<file path="src/rtl/sbl_pkg.sv">
// Shared types and constants for the spectrum band LED strip driver.
// No dependencies; used by sbl_line and spectrum_band_led_strip_driver.
package sbl_pkg;

  typedef enum logic [1:0] {
    PH_IDLE  = 2'd0,
    PH_RESET = 2'd1,
    PH_HIGH  = 2'd2,
    PH_LOW   = 2'd3
  } phase_t;

  // register indexes (byte address / 4)
  localparam logic [2:0] REG_BASS_EDGE   = 3'd0;
  localparam logic [2:0] REG_TREBLE_EDGE = 3'd1;
  localparam logic [2:0] REG_LED_COUNT   = 3'd2;
  localparam logic [2:0] REG_ONE_HIGH    = 3'd3;
  localparam logic [2:0] REG_ONE_LOW     = 3'd4;
  localparam logic [2:0] REG_ZERO_HIGH   = 3'd5;
  localparam logic [2:0] REG_ZERO_LOW    = 3'd6;
  localparam logic [2:0] REG_LATCH_LOW   = 3'd7;

  localparam int unsigned ADDR_W   = 5;
  localparam int unsigned COLOUR_W = 24;
  localparam logic [4:0] LAST_BIT  = 5'd23;

  // reset values of the registers
  localparam logic [7:0]  RST_BASS_EDGE   = 8'd6;
  localparam logic [7:0]  RST_TREBLE_EDGE = 8'd25;
  localparam logic [9:0]  RST_LED_COUNT   = 10'd30;
  localparam logic [7:0]  RST_ONE_HIGH    = 8'd26;
  localparam logic [7:0]  RST_ONE_LOW     = 8'd14;
  localparam logic [7:0]  RST_ZERO_HIGH   = 8'd13;
  localparam logic [7:0]  RST_ZERO_LOW    = 8'd27;
  localparam logic [15:0] RST_LATCH_LOW   = 16'd1600;

  typedef struct packed {
    logic [9:0]  led_count;
    logic [7:0]  one_high_ticks;
    logic [7:0]  one_low_ticks;
    logic [7:0]  zero_high_ticks;
    logic [7:0]  zero_low_ticks;
    logic [15:0] latch_low_ticks;
  } line_cfg_t;

  typedef struct packed {
    logic line_level;
    logic frame_done;
    logic sending;
  } line_res_t;

endpackage

</file>
<file path="src/rtl/sbl_line.sv">
// Strip line engine: reset period, then the 24-bit colour word per LED, bit timing by tick.
// Depends on sbl_pkg.
module sbl_line import sbl_pkg::*; (
  input  logic                clk,
  input  logic                rst,
  input  line_cfg_t           cfg,
  input  logic                tick_en,
  input  logic                take_en,
  input  logic [COLOUR_W-1:0] take_colour,
  output line_res_t           res
);

  phase_t              phase, phase_next;
  logic [COLOUR_W-1:0] active_colour, active_colour_next;
  logic [COLOUR_W-1:0] waiting_colour, waiting_colour_next;
  logic                waiting_flag, waiting_flag_next;
  logic [9:0]          leds_left, leds_left_next;
  logic [4:0]          bit_position, bit_position_next;
  logic [15:0]         tick_count, tick_count_next;

  logic [16:0] tick_inc;
  logic [16:0] limit;
  logic        cur_bit;
  logic        period_end;
  logic [9:0]  leds_dec;
  logic [4:0]  bit_index;
  logic [31:0] colour_wide;
  logic        frame_end;

  assign bit_index   = LAST_BIT - bit_position;
  assign colour_wide = {8'd0, active_colour};
  assign cur_bit     = colour_wide[bit_index];
  assign tick_inc    = {1'b0, tick_count} + 17'd1;
  assign leds_dec    = leds_left - 10'd1;

  always_comb begin
    case (phase)
      PH_RESET: limit = {1'b0, cfg.latch_low_ticks};
      PH_HIGH:  limit = cur_bit ? {9'd0, cfg.one_high_ticks} : {9'd0, cfg.zero_high_ticks};
      PH_LOW:   limit = cur_bit ? {9'd0, cfg.one_low_ticks} : {9'd0, cfg.zero_low_ticks};
      default:  limit = 17'd0;
    endcase
  end

  // a zero limit ends the period after one tick, as does a limit of one
  assign period_end = (tick_inc >= limit);
  assign frame_end  = tick_en && (phase == PH_LOW) && period_end
                      && (bit_position >= LAST_BIT) && (leds_dec == 10'd0);

  // next state
  always_comb begin
    phase_next          = phase;
    active_colour_next  = active_colour;
    waiting_colour_next = waiting_colour;
    waiting_flag_next   = waiting_flag;
    leds_left_next      = leds_left;
    bit_position_next   = bit_position;
    tick_count_next     = tick_count;
    if (take_en) begin
      if (phase == PH_IDLE) begin
        active_colour_next = take_colour;
        phase_next         = PH_RESET;
        tick_count_next    = 16'd0;
      end else begin
        waiting_colour_next = take_colour;
        waiting_flag_next   = 1'b1;
      end
    end else if (tick_en) begin
      case (phase)
        PH_RESET: begin
          if (period_end) begin
            tick_count_next   = 16'd0;
            phase_next        = PH_HIGH;
            bit_position_next = 5'd0;
            leds_left_next    = (cfg.led_count != 10'd0) ? cfg.led_count : 10'd1;
          end else begin
            tick_count_next = tick_inc[15:0];
          end
        end
        PH_HIGH: begin
          if (period_end) begin
            tick_count_next = 16'd0;
            phase_next      = PH_LOW;
          end else begin
            tick_count_next = tick_inc[15:0];
          end
        end
        PH_LOW: begin
          if (period_end) begin
            tick_count_next = 16'd0;
            if (bit_position >= LAST_BIT) begin
              bit_position_next = 5'd0;
              leds_left_next    = leds_dec;
              if (leds_dec == 10'd0) begin
                if (waiting_flag) begin
                  active_colour_next = waiting_colour;
                  waiting_flag_next  = 1'b0;
                  phase_next         = PH_RESET;
                end else begin
                  phase_next = PH_IDLE;
                end
              end else begin
                phase_next = PH_HIGH;
              end
            end else begin
              bit_position_next = bit_position + 5'd1;
              phase_next        = PH_HIGH;
            end
          end else begin
            tick_count_next = tick_inc[15:0];
          end
        end
        default: ;
      endcase
    end
  end

  // outputs for the current tick
  always_comb begin
    res.line_level = (phase == PH_HIGH);
    res.sending    = (phase != PH_IDLE);
    res.frame_done = frame_end;
  end

  always_ff @(posedge clk) begin
    if (rst) begin
      phase          <= PH_IDLE;
      active_colour  <= '0;
      waiting_colour <= '0;
      waiting_flag   <= 1'b0;
      leds_left      <= '0;
      bit_position   <= '0;
      tick_count     <= '0;
    end else begin
      phase          <= phase_next;
      active_colour  <= active_colour_next;
      waiting_colour <= waiting_colour_next;
      waiting_flag   <= waiting_flag_next;
      leds_left      <= leds_left_next;
      bit_position   <= bit_position_next;
      tick_count     <= tick_count_next;
    end
  end

endmodule

</file>
<file path="src/rtl/spectrum_band_led_strip_driver.sv">
// Spectrum band LED strip driver: takes one item per clock unless in_stall,
// bins or line ticks; returns one result per tick. Uses sbl_pkg and sbl_line.
//
// Each accepted item is handled in the cycle it is taken: a bin updates the
// band sums, a tick steps the line engine, and the tick's result is registered
// in the output register, or in the skid behind a stalled one; the two form a
// two-entry output buffer. Items are taken every clock while in_stall is low;
// in_stall rises only once a second result waits behind a stalled one. The
// line engine reads led_count when a frame's data begins and the bit and reset
// timing on every tick, so registers are best written while the line is idle.
module spectrum_band_led_strip_driver import sbl_pkg::*; #(
  parameter int unsigned NUM_BINS = 128
) (
  input  logic               clk,
  input  logic               rst,
  input  logic               psel,
  input  logic               penable,
  input  logic               pwrite,
  input  logic [ADDR_W-1:0]  paddr,
  input  logic [31:0]        pwdata,
  output logic [31:0]        prdata,
  output logic               pready,
  input  logic               in_valid,
  output logic               in_stall,
  input  logic               op,
  input  logic signed [15:0] left_level,
  input  logic signed [15:0] right_level,
  input  logic               last_bin,
  output logic               out_valid,
  input  logic               out_stall,
  output logic               line_level,
  output logic               frame_done,
  output logic               sending
);

  localparam logic [7:0] BinLimit = 8'(NUM_BINS);

  logic [7:0] bass_edge, treble_edge;
  line_cfg_t  cfg;
  logic [2:0] reg_sel;
  logic       cfg_write;

  assign pready    = 1'b1;
  assign reg_sel   = paddr[ADDR_W-1:2];
  assign cfg_write = psel && penable && pwrite && pready;

  always_ff @(posedge clk) begin
    if (rst) begin
      bass_edge           <= RST_BASS_EDGE;
      treble_edge         <= RST_TREBLE_EDGE;
      cfg.led_count       <= RST_LED_COUNT;
      cfg.one_high_ticks  <= RST_ONE_HIGH;
      cfg.one_low_ticks   <= RST_ONE_LOW;
      cfg.zero_high_ticks <= RST_ZERO_HIGH;
      cfg.zero_low_ticks  <= RST_ZERO_LOW;
      cfg.latch_low_ticks <= RST_LATCH_LOW;
    end else if (cfg_write) begin
      case (reg_sel)
        REG_BASS_EDGE:   bass_edge           <= pwdata[7:0];
        REG_TREBLE_EDGE: treble_edge         <= pwdata[7:0];
        REG_LED_COUNT:   cfg.led_count       <= pwdata[9:0];
        REG_ONE_HIGH:    cfg.one_high_ticks  <= pwdata[7:0];
        REG_ONE_LOW:     cfg.one_low_ticks   <= pwdata[7:0];
        REG_ZERO_HIGH:   cfg.zero_high_ticks <= pwdata[7:0];
        REG_ZERO_LOW:    cfg.zero_low_ticks  <= pwdata[7:0];
        REG_LATCH_LOW:   cfg.latch_low_ticks <= pwdata[15:0];
        default: ;
      endcase
    end
  end

  always_comb begin
    case (reg_sel)
      REG_BASS_EDGE:   prdata = {24'd0, bass_edge};
      REG_TREBLE_EDGE: prdata = {24'd0, treble_edge};
      REG_LED_COUNT:   prdata = {22'd0, cfg.led_count};
      REG_ONE_HIGH:    prdata = {24'd0, cfg.one_high_ticks};
      REG_ONE_LOW:     prdata = {24'd0, cfg.one_low_ticks};
      REG_ZERO_HIGH:   prdata = {24'd0, cfg.zero_high_ticks};
      REG_ZERO_LOW:    prdata = {24'd0, cfg.zero_low_ticks};
      REG_LATCH_LOW:   prdata = {16'd0, cfg.latch_low_ticks};
      default:         prdata = 32'd0;
    endcase
  end

  // ---------------- band sums ----------------
  logic        in_xfer, bin_xfer, tick_xfer, take_en;
  logic [7:0]  bin_position, bin_position_next;
  logic [15:0] low_sum, mid_sum, high_sum;
  logic [15:0] low_sum_next, mid_sum_next, high_sum_next;
  logic [15:0] pair;
  logic [COLOUR_W-1:0] colour;

  assign in_xfer   = in_valid && !in_stall;
  assign bin_xfer  = in_xfer && !op;
  assign tick_xfer = in_xfer && op;
  assign take_en   = bin_xfer && last_bin;
  assign pair      = left_level + right_level;

  always_comb begin
    bin_position_next = bin_position;
    low_sum_next      = low_sum;
    mid_sum_next      = mid_sum;
    high_sum_next     = high_sum;
    if (bin_xfer && (bin_position < BinLimit)) begin
      if (bin_position < bass_edge) begin
        low_sum_next = low_sum + pair;
      end else if (bin_position < treble_edge) begin
        mid_sum_next = mid_sum + pair;
      end else begin
        high_sum_next = high_sum + pair;
      end
      bin_position_next = bin_position + 8'd1;
    end
  end

  // colour from the sums including the last bin itself
  assign colour = {high_sum_next[7:0], low_sum_next[8:1], mid_sum_next[8:1]};

  always_ff @(posedge clk) begin
    if (rst) begin
      bin_position <= '0;
      low_sum      <= '0;
      mid_sum      <= '0;
      high_sum     <= '0;
    end else if (take_en) begin
      bin_position <= '0;
      low_sum      <= '0;
      mid_sum      <= '0;
      high_sum     <= '0;
    end else begin
      bin_position <= bin_position_next;
      low_sum      <= low_sum_next;
      mid_sum      <= mid_sum_next;
      high_sum     <= high_sum_next;
    end
  end

  line_res_t tick_res;

  sbl_line u_line (
    .clk         (clk),
    .rst         (rst),
    .cfg         (cfg),
    .tick_en     (tick_xfer),
    .take_en     (take_en),
    .take_colour (colour),
    .res         (tick_res)
  );

  // ---------------- output register and skid ----------------
  logic      out_xfer;
  logic      skid_valid;
  line_res_t out_res, skid_res;

  assign out_xfer = out_valid && !out_stall;
  assign in_stall = skid_valid;

  always_ff @(posedge clk) begin
    if (rst) begin
      out_valid  <= 1'b0;
      skid_valid <= 1'b0;
    end else if (!out_valid || out_xfer) begin
      out_valid  <= skid_valid || tick_xfer;
      skid_valid <= 1'b0;
    end else if (tick_xfer) begin
      skid_valid <= 1'b1;
    end
  end

  always_ff @(posedge clk) begin
    if (!out_valid || out_xfer) begin
      out_res <= skid_valid ? skid_res : tick_res;
    end
    if (tick_xfer) begin
      skid_res <= tick_res;
    end
  end

  assign line_level = out_res.line_level;
  assign frame_done = out_res.frame_done;
  assign sending    = out_res.sending;

endmodule

</file>
<file path="config.mk">
export PLATFORM = sky130hd
export DESIGN_NAME = spectrum_band_led_strip_driver
export DESIGN_NICKNAME = d
export VERILOG_FILES = /design/src/rtl/sbl_pkg.sv /design/src/rtl/sbl_line.sv /design/src/rtl/spectrum_band_led_strip_driver.sv
export SDC_FILE = /design/constraint.sdc
export NUM_CORES = 1
export LEC_CHECK = 0
export BUFFER_PORTS_ARGS = -buffer_cell sky130_fd_sc_hd__clkbuf_2
export CAP_MARGIN = 10
export CORE_UTILIZATION = 40
export CTS_CLUSTER_DIAMETER = 150
export DETAILED_ROUTE_END_ITERATION = 10
export SLEW_MARGIN = 15
export SYNTH_ARGS = -nofsm -noshare
export SYNTH_HDL_FRONTEND = slang
export SYNTH_SLANG_ARGS = --single-unit
export TNS_END_PERCENT = 50
</file>
<file path="constraint.sdc">
create_clock -name clk -period 6.5 [get_ports clk]
set_clock_uncertainty 0.15 [all_clocks]
set_input_delay 1.3 -clock clk [delete_from_list [all_inputs] [get_ports clk]]
set_output_delay 1.3 -clock clk [all_outputs]
set_load 0.01 [all_outputs]
</file>
Word-level counts from Yosys, hierarchy flattened
Cells that the tools add are included.
{"block": "word_totals", "reg_bits": 220, "latch_bits": 0, "mem_bits_rw": 0, "romBits": 0, "inputBits": 78, "output_inout_bits": 38, "word_cells": 174, "n_memories": 0}
{"block": "op_classes", "addsub": 9, "multipliers": 0, "div_mod_pow": 0, "n_lt_le_gt_ge": 6, "n_eq_ne": 18, "shift": 0, "mux": 54, "n_bitwise": 4, "reduce_logical": 53}
{"operator": "case mux 32 bit (8 select lines)", "count": 1}
{"operator": "two-way mux 24 bit", "count": 8}
{"operator": "two-way mux 16 bit", "count": 5}
{"operator": "adder 16 bit", "count": 4}
{"operator": "case mux 17 bit (3 select lines)", "count": 1}
{"operator": "two-way mux 9 bit", "count": 5}
{"operator": "two-way mux 10 bit", "count": 4}
{"operator": "two-way mux 8 bit", "count": 5}
{"operator": "case mux 10 bit (2 select lines)", "count": 1}
{"operator": "AND reduction 2 bit", "count": 10}
{"operator": "AND reduction 6 bit", "count": 3}
{"operator": "nonzero test 2 bit", "count": 9}
{"operator": "adder 16 x 1 -> 17 bit, second input constant", "count": 1}
{"operator": "greater-or-equal comparator 17 bit", "count": 1}
{"operator": "< comparator 8 bit", "count": 2}
{"operator": "two-way mux 2 bit", "count": 8}
{"operator": "two-way mux 5 bit", "count": 3}
{"operator": "== test 3 bit, second input constant", "count": 4}
{"operator": "logical AND 1 bit", "count": 12}
{"operator": "zero test 10 bit", "count": 1}
{"operator": "case mux 5 bit (2 select lines)", "count": 1}
{"operator": "nonzero test 10 bit", "count": 1}
{"operator": "subtractor 10 x 1 -> 10 bit, second input constant", "count": 1}
{"operator": "two-way mux 1 bit", "count": 9}
{"operator": "other kinds (27)", "count": 44}

Depth between registers and ports, before layout
{"block": "depth", "depth_word": 10, "mapped_depth": 20, "ltp_nobuf": 17}

Hierarchy
Synthesis repeated with hierarchy kept, for this count alone.
{"block": "unflattened", "cells_unflattened": 1372, "area_unflattened_um2": 12172.9}
{"module": "spectrum_band_led_strip_driver", "instances": 1, "cells_each": 753, "area_each_um2": 6737.7, "seq_area_each_um2": 2382.3}
{"module": "sbl_line", "instances": 1, "cells_each": 619, "area_each_um2": 5435.2, "seq_area_each_um2": 1641.6}

Worst setup path after synthesis
OpenSTA, ideal clock, no wires.
{"block": "synth_timing", "path_kind": "register to register", "startpoint": "register u_line.bit_position[1]", "endpoint": "register u_line.leds_left[8]", "setup_ns": 0.128, "arrival_time_ns": 4.726, "t_required_ns": 6.222, "slack_ns": 1.496, "stages_incl_launch_ff": 20, "n_path_buf": 4, "period_less_slack_ns": 5.004, "cell_sequence": "dfxtp_1 -> clkbuf_1 -> mux4_2 -> mux4_2 -> a21oi_2 -> buf_2 -> mux2i_1 -> a21oi_1 -> a21oi_1 -> ha_1 -> a21o_1 -> a21o_1 -> a221oi_1 -> o21ai_0 -> a2111o_1 -> buf_2 -> nand2_1 -> clkbuf_1 -> mux2i_1 -> nor2_1"}
{"block": "synth_between", "elab_chain_len": 8, "word_cells_on_any_way": 12, "classes_between": "add/sub: 1; order compare: 2; eq/ne: 3; mux: 5; reduce/logical: 1"}
{"element": "start: declaration", "line_no": "sbl_line.sv:18", "source": "logic [4:0] bit_position, bit_position_next;"}
{"element": "start signal: assignment", "line_no": "sbl_line.sv:140", "source": "bit_position <= bit_position_next;"}
{"element": "subtractor 5 bit", "line_no": "sbl_line.sv:30", "source": "assign bit_index = LAST_BIT - bit_position;"}
{"element": "binary-select mux 1 bit (select 5 bit)", "line_no": "sbl_line.sv:32", "source": "assign cur_bit = colour_wide[bit_index];"}
{"element": "two-way mux 1 bit (not written as such)", "line_no": "sbl_line.sv:32"}
{"element": "two-way mux 8 bit (on tied branches)", "line_no": "sbl_line.sv:40, sbl_line.sv:39"}
{"element": "case mux 17 bit (3 select lines)", "line_no": "sbl_line.sv:37", "source": "case (phase)"}
{"element": "greater-or-equal comparator 17 bit", "line_no": "sbl_line.sv:46", "source": "assign period_end = (tick_inc >= limit);"}
{"element": "!= test 2 x 1 -> 1 bit (no source line)"}
{"element": "AND reduction 6 bit (no source line) *"}
{"element": "end signal: assignment", "line_no": "sbl_line.sv:139", "source": "leds_left <= leds_left_next;"}
{"element": "end: declaration", "line_no": "sbl_line.sv:17", "source": "logic [9:0] leds_left, leds_left_next;"}
Every way passes the cells marked *; elsewhere a longest branch is shown, timed or not. The select of a mux whose other input is x is not followed.
A chain may end at the register's enable or synchronous reset.

Final worst setup path
{"block": "layout_timing", "startpoint": "register u_line.bit_position[0]", "endpoint": "register u_line.active_colour[11]"}
{"block": "layout_between", "elab_chain_len": 8, "word_cells_on_any_way": 11, "classes_between": "add/sub: 1; order compare: 2; mux: 5; reduce/logical: 3"}
{"element": "subtractor 5 bit", "line_no": "sbl_line.sv:30"}
{"element": "binary-select mux 1 bit (select 5 bit)", "line_no": "sbl_line.sv:32"}
{"element": "two-way mux 1 bit (not written as such)", "line_no": "sbl_line.sv:32"}
{"element": "two-way mux 8 bit (on tied branches)", "line_no": "sbl_line.sv:40, sbl_line.sv:39"}
{"element": "case mux 17 bit (3 select lines)", "line_no": "sbl_line.sv:37"}
{"element": "greater-or-equal comparator 17 bit", "line_no": "sbl_line.sv:46"}
{"element": "nonzero test 2 bit (no source line)"}
{"element": "AND reduction 7 bit (no source line) *"}
{"element": "end signal: assignment", "line_no": "sbl_line.sv:136", "source": "active_colour <= active_colour_next;"}
{"element": "end: declaration", "line_no": "sbl_line.sv:14", "source": "logic [COLOUR_W-1:0] active_colour, active_colour_next;"}
Marked as above.

==> results.md <==
* Total CTS buffers at 17
* Peak VDD IR at 0.000123 V
* TritonRoute pass-1 iters at 7
* Worst-path fanout max at 19
* Fmax at 176 MHz
* CTS sink cnt at 198
* Sequential area share after synthesis at 35.7%
* Setup TNS at 0 ns
* Vias in the first global route at 8642
* Slew Limit Fails at 0
* # Post-CTS Setup Buffers at 0
* Period minus WS final at 5.67 ns
* Placed cell area at 11800 µm²
* Crit-path most repeated cell: a21o_1
* Period utilization at 87.3%
* Yosys cell types at 71
* Port bufs at 66
* Slew of the pin with the lowest slew margin at 1.11 ns
* Worst R2R Path Depth at 15
* Wire per inst at 16.1 µm
* IO Pins at 116
* Clock-pin slew of the registers on the worst-case setup and hold paths at 0.08 ns
* Worst skew pair latency at 0.45 ns
* Initial detailed-routing violation count at 649
* Synth top area share at 34.1%
* CP startpoint kind: flip-flop
* HP Start: u_line.active_colour[10]$_SDFFE_PP0P_
* CTS tree: built
* Rows at 61
* WP data required at 6.64 ns
* Ys flop type: dfxtp_1
* Endpoints failing hold at 0
* RSZ-0062 raised after global routing: false
* DRC Markers at 0
* Top cells by count, synth: 193 x nor2_1, 192 x dfxtp_1, 127 x nand2_1
* Post-CTS Resized at 0
* Worst-path cell chain: mux4_2 > mux4_2 > a21oi_2 > buf_4 > mux2_2 > a21oi_1 > ha_1 > a21o_1 > a21o_1 > a221oi_1 > o21ai_0 > a2111o_1 > a21o_1 > o211ai_1 > a21oi_1
* Critical path type: flip-flop to flip-flop
* Ys async rst share at 0%
* Antenna violations before repair at 0
* Crit path DAT at 5.81 ns
* Die H at 170 µm
* DP Wirelength at 19.4 mm
* Global-route wire length before repair at 44.9 mm
* Final setup viols at 0
* Via count at 9291
* Number of flops mapped to enable cells by yosys at 6
* Hold worst-path end: u_line.active_colour[10]$_SDFFE_PP0P_
* Hold Path Depth at 2
* Largest net degree at the start of global routing at 78
* Clk root buf: clkbuf_16
* Max transition margin at 25.7%
* Most common cell in the netlist: nor2_1
* Placeable Area at 27800 µm²
* Worst min-delay path class: flip-flop to flip-flop
* GRT overflow at 0
* CP peak stage delay at 0.66 ns
* Netlist Area Pre-Place at 11300 µm²
* Synth area leader: dfxtp_1
* Max cap viols at 0
* Crit Reg-Reg Startpoint: u_line.bit_position[0]$_SDFFE_PP0P_
* Avg Vias per Cell at 5.37
* # hold bufs at CTS at 0
* Yosys warnings at 0
* Final wirelength at 27.9 mm
* Pleak at 0.00479 µW
* Synth Instances at 1326
* Critical Path Sink Type: flip-flop
* Top delay family on crit path: compound AO/OA/AOI/OAI gates
* Status: finished clean
* Final Net Count at 1489
* Initial Util at 40.6%
* Reg2reg setup slack at 0.83 ns
* H-tree Lvls at 4
* GRT Total Usage at 19.7%
* Synth top area cells: dfxtp_1 34%, ha_1 7.5%, nor2_1 6.4%
* Ant. Diodes at 0
* Cell depth of the worst setup path at 15
* WP buf/inv at 1
* RR Endpoint: u_line.active_colour[11]$_SDFFE_PP0P_
* PwrDens at 228 nW/µm²
* Final Cell Area at 12300 µm²
* Layout area overhead at 9.58%
* Routability cong. at 0.820
* Yosys reg bits at 198
* Layout cells sized above 1 at 11.9%
* Antenna-violating nets left at 0
* Die ar. at 28800 µm²
* Chip width at 170 µm
* Avg Cell Area, Syn at 8.50 µm²
* Critical-path top delay cell: dfxtp_1
* Clock Path Buffers at 2
## worst max-delay path by stage
stage                                            end  slack, ns                                start
4_1_cts        u_line.active_colour[11]$_SDFFE_PP0P_       0.77  u_line.bit_position[0]$_SDFFE_PP0P_
5_1_grt        u_line.active_colour[11]$_SDFFE_PP0P_       0.51  u_line.bit_position[0]$_SDFFE_PP0P_
3_5_place_dp    u_line.active_colour[0]$_SDFFE_PP0P_       0.84  u_line.bit_position[0]$_SDFFE_PP0P_
2_1_floorplan       u_line.leds_left[8]$_SDFFE_PP0P_       1.50  u_line.bit_position[1]$_SDFFE_PP0P_
3_3_place_gp    u_line.active_colour[4]$_SDFFE_PP0P_       0.90  u_line.bit_position[0]$_SDFFE_PP0P_
6_report       u_line.active_colour[11]$_SDFFE_PP0P_       0.83  u_line.bit_position[0]$_SDFFE_PP0P_
## worst min-delay path: stages (launching register included)
cell     delay [ns]
dfxtp_1        0.31
nand2_1        0.05
a21oi_1        0.05
## state kept, by name, summed over array words and instances, names as in the netlist, 2 cells and up
signal / count
treble_edge: 8
u_line.waiting_colour: 24
u_line.tick_count: 16
bin_position: 8
low_sum: 9
high_sum: 8
u_line.active_colour: 24
u_line.bit_position: 5
cfg: 58
u_line.leds_left: 10
bass_edge: 8
skid_res: 3
mid_sum: 9
u_line.phase: 2
## layer usage
layer,global-route usage (%),share of wire (%),vias up
li1,-,-,4680
met1,25.6,47,4395
met2,33.5,47,174
met3,2.77,3.2,42
met4,6.46,2.1,0
met5,0,0,-
## kinds of logic after synthesis
group | synth area share (%)
adder cells (fa/ha/maj) | 8.26
other | 0.0666
buffers and inverters | 5.73
multiplexers | 9.37
flip-flops | 35.7
AO/OA/AOI/OAI | 17.8
XOR/XNOR | 4.20
AND/OR/NAND/NOR | 18.9
## cell type report
type                            count  area (µm²)
Multi-Input combinational cell   1001        6670
Inverter                           39         146
Tap cell                          378         473
Clock inverter                     15         155
Fill cell                        2802       15400
Sequential cell                   198        4020
Timing Repair Buffer               82         453
Clock buffer                       17         425
## placed cells by master (no fill, tap or decap), types with 20 or more instances in the layout
master / synthesis / final
inv_1: 38 / 38
nand3_1: 28 / 28
nor2_1: 193 / 192
clkbuf_2: 5 / 65
mux2i_1: 65 / 65
a211o_1: 31 / 31
dfxtp_1: 192 / 192
o21ai_0: 39 / 39
a21oi_1: 99 / 99
nor2b_1: 23 / 23
xor2_1: 20 / 20
a211oi_1: 24 / 24
xnor2_1: 34 / 34
nor3_1: 21 / 20
nand2_1: 127 / 127
ha_1: 68 / 68
o211ai_1: 20 / 20
## power by group
group	leakage, µW	internal, µW	switching (µW)
logic	0.00289	166	285
registers	0.00162	1250	30.5
clock network	0.000286	547	534
total	0.00479	1960	849
## metrics by stage
stage / hold slack [ns] / worst slack [ns] / util, % / power, µW / std cells
after floorplan: 0.279 / 1.50 / - / 1640 / 1341
after global placement: 0.289 / 0.900 / 42.4 / 1750 / 1698
after detailed placement: 0.295 / 0.835 / 42.4 / 1760 / 1698
after CTS: 0.306 / 0.770 / 44.5 / 2830 / 1730
after global routing: 0.336 / 0.514 / 44.5 / 2940 / 1730
final: 0.304 / 0.828 / 44.5 / 2810 / 1730
Power figures use the tool's default switching activity.
